### src/hw/rtl/assert_macros.svh
// Assertion macros for the RTL file that carries concurrent checks.
// No dependencies; pulled in by `include with the bare file name.
`ifndef ASSERT_MACROS_SVH
`define ASSERT_MACROS_SVH

// Same-cycle implication, ignored while reset is asserted.
`define ASSERT_IMPLY(label, clk, rst_n, pre, post) \
    label: assert property (@(posedge clk) disable iff (!(rst_n)) (pre) |-> (post)) \
        else $error("same-cycle check failed");

// Next-cycle implication, ignored while reset is asserted.
`define ASSERT_NEXT(label, clk, rst_n, pre, post) \
    label: assert property (@(posedge clk) disable iff (!(rst_n)) (pre) |=> (post)) \
        else $error("next-cycle check failed");

`endif

### src/hw/rtl/cim_fifo.sv
// Small register-based queue with count, used for requests and for results.
// No package dependencies.
`default_nettype none

module cim_fifo #(
    parameter int WIDTH = 8,
    parameter int DEPTH = 4
) (
    input  logic             i_clk,
    input  logic             i_rst_n,
    input  logic             i_push,
    input  logic [WIDTH-1:0] i_data,
    output logic             o_full,
    input  logic             i_pop,
    output logic [WIDTH-1:0] o_data,
    output logic             o_empty
);

    localparam int PTR_W = (DEPTH > 1) ? $clog2(DEPTH) : 1;
    localparam int CNT_W = $clog2(DEPTH + 1);

    logic [WIDTH-1:0] r_mem [DEPTH];
    logic [PTR_W-1:0] r_wr, n_wr;
    logic [PTR_W-1:0] r_rd, n_rd;
    logic [CNT_W-1:0] r_count, n_count;
    logic             do_push;
    logic             do_pop;

    assign o_full  = (r_count == CNT_W'(DEPTH));
    assign o_empty = (r_count == '0);
    assign o_data  = r_mem[r_rd];
    assign do_push = i_push && !o_full;
    assign do_pop  = i_pop && !o_empty;

    // Advance pointers with wrap at the depth
    always_comb begin
        n_wr    = r_wr;
        n_rd    = r_rd;
        n_count = r_count;
        if (do_push) begin
            n_wr = (r_wr == PTR_W'(DEPTH - 1)) ? '0 : r_wr + 1'b1;
        end
        if (do_pop) begin
            n_rd = (r_rd == PTR_W'(DEPTH - 1)) ? '0 : r_rd + 1'b1;
        end
        if (do_push && !do_pop) begin
            n_count = r_count + 1'b1;
        end else if (do_pop && !do_push) begin
            n_count = r_count - 1'b1;
        end
    end

    always_ff @(posedge i_clk) begin
        if (!i_rst_n) begin
            r_wr    <= '0;
            r_rd    <= '0;
            r_count <= '0;
        end else begin
            r_wr    <= n_wr;
            r_rd    <= n_rd;
            r_count <= n_count;
        end
    end

    // Store the entry; no reset on payload
    always_ff @(posedge i_clk) begin
        if (do_push) begin
            r_mem[r_wr] <= i_data;
        end
    end

endmodule

`default_nettype wire

### config.mk
export PLATFORM = sky130hd
export DESIGN_NAME = cim_fifo
export DESIGN_NICKNAME = d
export VERILOG_FILES = /design/src/hw/rtl/assert_macros.svh /design/src/hw/rtl/cim_fifo.sv
export SDC_FILE = /design/constraint.sdc
export NUM_CORES = 1
export LEC_CHECK = 0
export BUFFER_PORTS_ARGS = -buffer_cell sky130_fd_sc_hd__clkbuf_2
export CAP_MARGIN = 20
export CORE_AREA = 5 5 64 66
export CTS_CLUSTER_SIZE = 12
export DETAILED_ROUTE_END_ITERATION = 8
export DIE_AREA = 0 0 69 71
export PLACE_DENSITY = 0.79
export SYNTH_ARGS = -nofsm -noshare
export SYNTH_HDL_FRONTEND = slang
export SYNTH_SLANG_ARGS = --single-unit
### constraint.sdc
create_clock -name i_clk -period 2.75 [get_ports i_clk]
set_clock_uncertainty 0.2 [all_clocks]
set_input_delay 0.6875 -clock i_clk [delete_from_list [all_inputs] [get_ports i_clk]]
set_output_delay 0.6875 -clock i_clk [all_outputs]
set_load 0.03 [all_outputs]
==> results.py <==
metrics = {
    "layout": {
        "syn_to_final_growth_pct": 14.9,
        "drive_gt1_frac": 0.325,
        "design_area_sq_um": 1870,
        "diodes": 0,
        "nNetsFinal": 138,
        "mostFrequentLayoutCells": "32 x edfxtp_1, 21 x clkbuf_2, 9 x dfxtp_1, 8 x mux4_2",
        "final_common_cell": "edfxtp_1",
    },
    "setup_path": {
        "arrival_ns": 1.58,
        "cp-end-kind": "output port",
        "cp_max_fo": 8,
        "slowest_delay_ns": 0.53,
        "worstSetupStartpointType": "register",
        "rr_worst_depth": 7,
        "path_cells": "buf_4, mux4_2, clkbuf_2",
        "cp.required_ns": 1.86,
        "cpMaxStageDelayCell": "mux4_2",
        "worstSetupPathType": "register to output port",
    },
    "synth": {
        "synth_area_leader_cell": "edfxtp_1",
        "syn-num-nets": 112,
        "yosysWarnings": 0,
        "yosysTopAreaCellShare": 0.589,
        "ys_types": 23,
        "syn_inst": 93,
        "syn_area_per_cell_sq_um": 17.5,
        "synth_area_leaders": "edfxtp_1 59%, dfxtp_1 11%, mux4_2 11%, ha_1 4.6%, and2_1 1.9%",
        "ys_seq_area_frac": 0.700,
        "synth_seq_cells": 41,
        "netlist_area_sq_um": 1630,
    },
    "floorplanning": {
        "die_h_um": 71,
        "num_rows": 22,
        "die_x_um": 69,
        "ios": 22,
        "start_util": 0.463,
        "core_sq_um": 3520,
        "die-area_sq_um": 4900,
    },
    "power": {
        "combPwrFrac": 0.309,
        "p_seq_frac": 0.479,
        "intPower_mw": 1.17,
        "pwr-share-clk": 0.212,
        "ir_worst_vdd_mv": 0.405,
        "switching_share": 0.318,
        "p_switching_mw": 0.545,
        "p_leak_nw": 0.685,
        "power.density_nw_per_um2": 917,
    },
    "timing": {
        "setup_slack_ns": 0.286,
        "hold_slack_ns": 0.304,
        "finalCritPeriodShare": 0.896,
        "max-slew-margin-rel": 0.710,
        "setup_tns_ns": 0,
        "tightestPinTransition_ns": 0.435,
        "final_max_slew_viol_count": 0,
        "setup_viol": 0,
        "fmax_mhz": 406,
        "finalHoldViolCount": 0,
        "rsz0062_at_grt": "no",
        "finalCriticalPeriod_ns": 2.46,
    },
    "clock_tree": {
        "numCtsBuffers": 5,
        "cts_tree": "built",
        "cts-root-buf": "clkbuf_4",
        "clk_pin_slew_worst_paths_ns": 0.11,
        "htreeDepth": 2,
        "post-cts-setup-buffers": 0,
        "insertion_delay_ns": 0.33,
        "cts_sinks": 41,
        "cts_buffer_depth": 2,
    },
    "drt": {
        "wl_mm": 2.41,
        "antenna_left": 0,
        "drt-pass1-iter-count": 4,
        "first_iter_violations": 97,
        "vias": 832,
        "drc": 0,
        "avgViaCountPerCell": 4.95,
        "avgRoutedWirePerCell_um": 14.3,
    },
    "global_route": {
        "grt_pass1_wl_mm": 4.20,
        "grt_pass1_vias": 910,
        "grt.overflow.total": 0,
        "antenna_found_initial": 0,
        "grt_max_degree": 13,
        "grt_use_total": 0.113,
    },
    "placed_design": {
        "place.gp.congestion": 0.635,
        "place_ws_ns": 0.185,
        "dpl.hpwl_mm": 1.76,
        "io_buffers": 21,
        "dpl_cell_area_sq_um": 1790,
    },
    "flow_run": {
        "drv_cap": 0,
    },
    "min_path": {
        "hold_depth": 2,
        "hold_path_class": "register to register",
    },
    "outcome": {
        "status": "completed",
    },
}
## through the flow
step / cells / utilization / power (mW)
floorplan: 93 / - / 1.23
global placement: 160 / 0.509 / 1.35
detailed placement: 160 / 0.509 / 1.38
CTS: 168 / 0.530 / 1.74
global route: 168 / 0.532 / 1.84
finish: 168 / 0.532 / 1.72
## timing repair
action	CTS	global route
hold buffers	0	0
endpoints found under the hold margin	0	0
setup endpoints to repair	0	1
gates resized for setup	0	1
## cells in the mapped netlist
cell type	number
xor2_1	1
nor2b_1	2
o31ai_1	1
nor3b_2	1
or3_1	1
mux4_2	8
a21boi_0	1
nand2_1	6
inv_1	3
o21ai_0	3
and2_1	5
fa_1	1
buf_1	1
buf_2	2
mux2i_1	3
nor3_1	1
nor2_1	2
nand3_1	2
ha_1	6
clkbuf_1	1
xnor2_1	1
edfxtp_1	32
dfxtp_1	9
## layer usage
layer	vias up	GRT usage	wire, um
met5	-	0	0
met4	0	0.0325	19
met3	2	0.0611	168
met2	22	0.198	1280
met1	408	0.117	935
li1	400	-	-
## kinds of logic (layout without fill, tap and decap cells)
logic type,Yosys count,in the layout,synth area share
AO/OA/AOI/OAI,5,5,0.0184
XOR/XNOR,2,2,0.0107
adder cells (fa/ha/maj),7,7,0.0583
buffers and inverters,7,34,0.0176
flip-flops,41,41,0.700
multiplexers,11,11,0.129
AND/OR/NAND/NOR,20,20,0.0660
## power groups by stage
stage | registers (mW) | logic (mW) | clock network (mW)
2_1_floorplan | 0.812 | 0.419 | 0
3_3_place_gp | 0.828 | 0.526 | 0
3_5_place_dp | 0.835 | 0.544 | 0
4_1_cts | 0.822 | 0.544 | 0.377
5_1_grt | 0.834 | 0.590 | 0.412
6_report | 0.822 | 0.531 | 0.364
## critical path, delay by kind of cell, from the launching register on
| family | cells | cell delay, ns |
|---|---|---|
| flops | 1 | 0.32 |
| mux | 1 | 0.53 |
| buf+inv | 2 | 0.40 |
## state kept, by name (all words and copies together) (netlist names), named ones only
register and cells:
r_count 3, r_mem 32, r_rd 2, r_wr 2
## layout make-up
type / instances / area, sq um
clock inverters: 2 / 33.8
inverters: 3 / 11.3
fillers: 317 / 1650
multi-input cells: 45 / 465
well taps: 48 / 60.1
clock buffers: 6 / 41.3
flip-flops and latches: 41 / 1140
repair buffers: 23 / 120
## worst paths after layout
check | endpoint | slack [ns] | startpoint
max reg2reg | r_count[2] | 0.37 | r_count[1]
min | r_wr[1] | 0.30 | r_wr[1]
min reg2reg | r_wr[1] | 0.30 | r_wr[1]
max | o_data[4] | 0.29 | register
(Power assumes the default switching activity.)
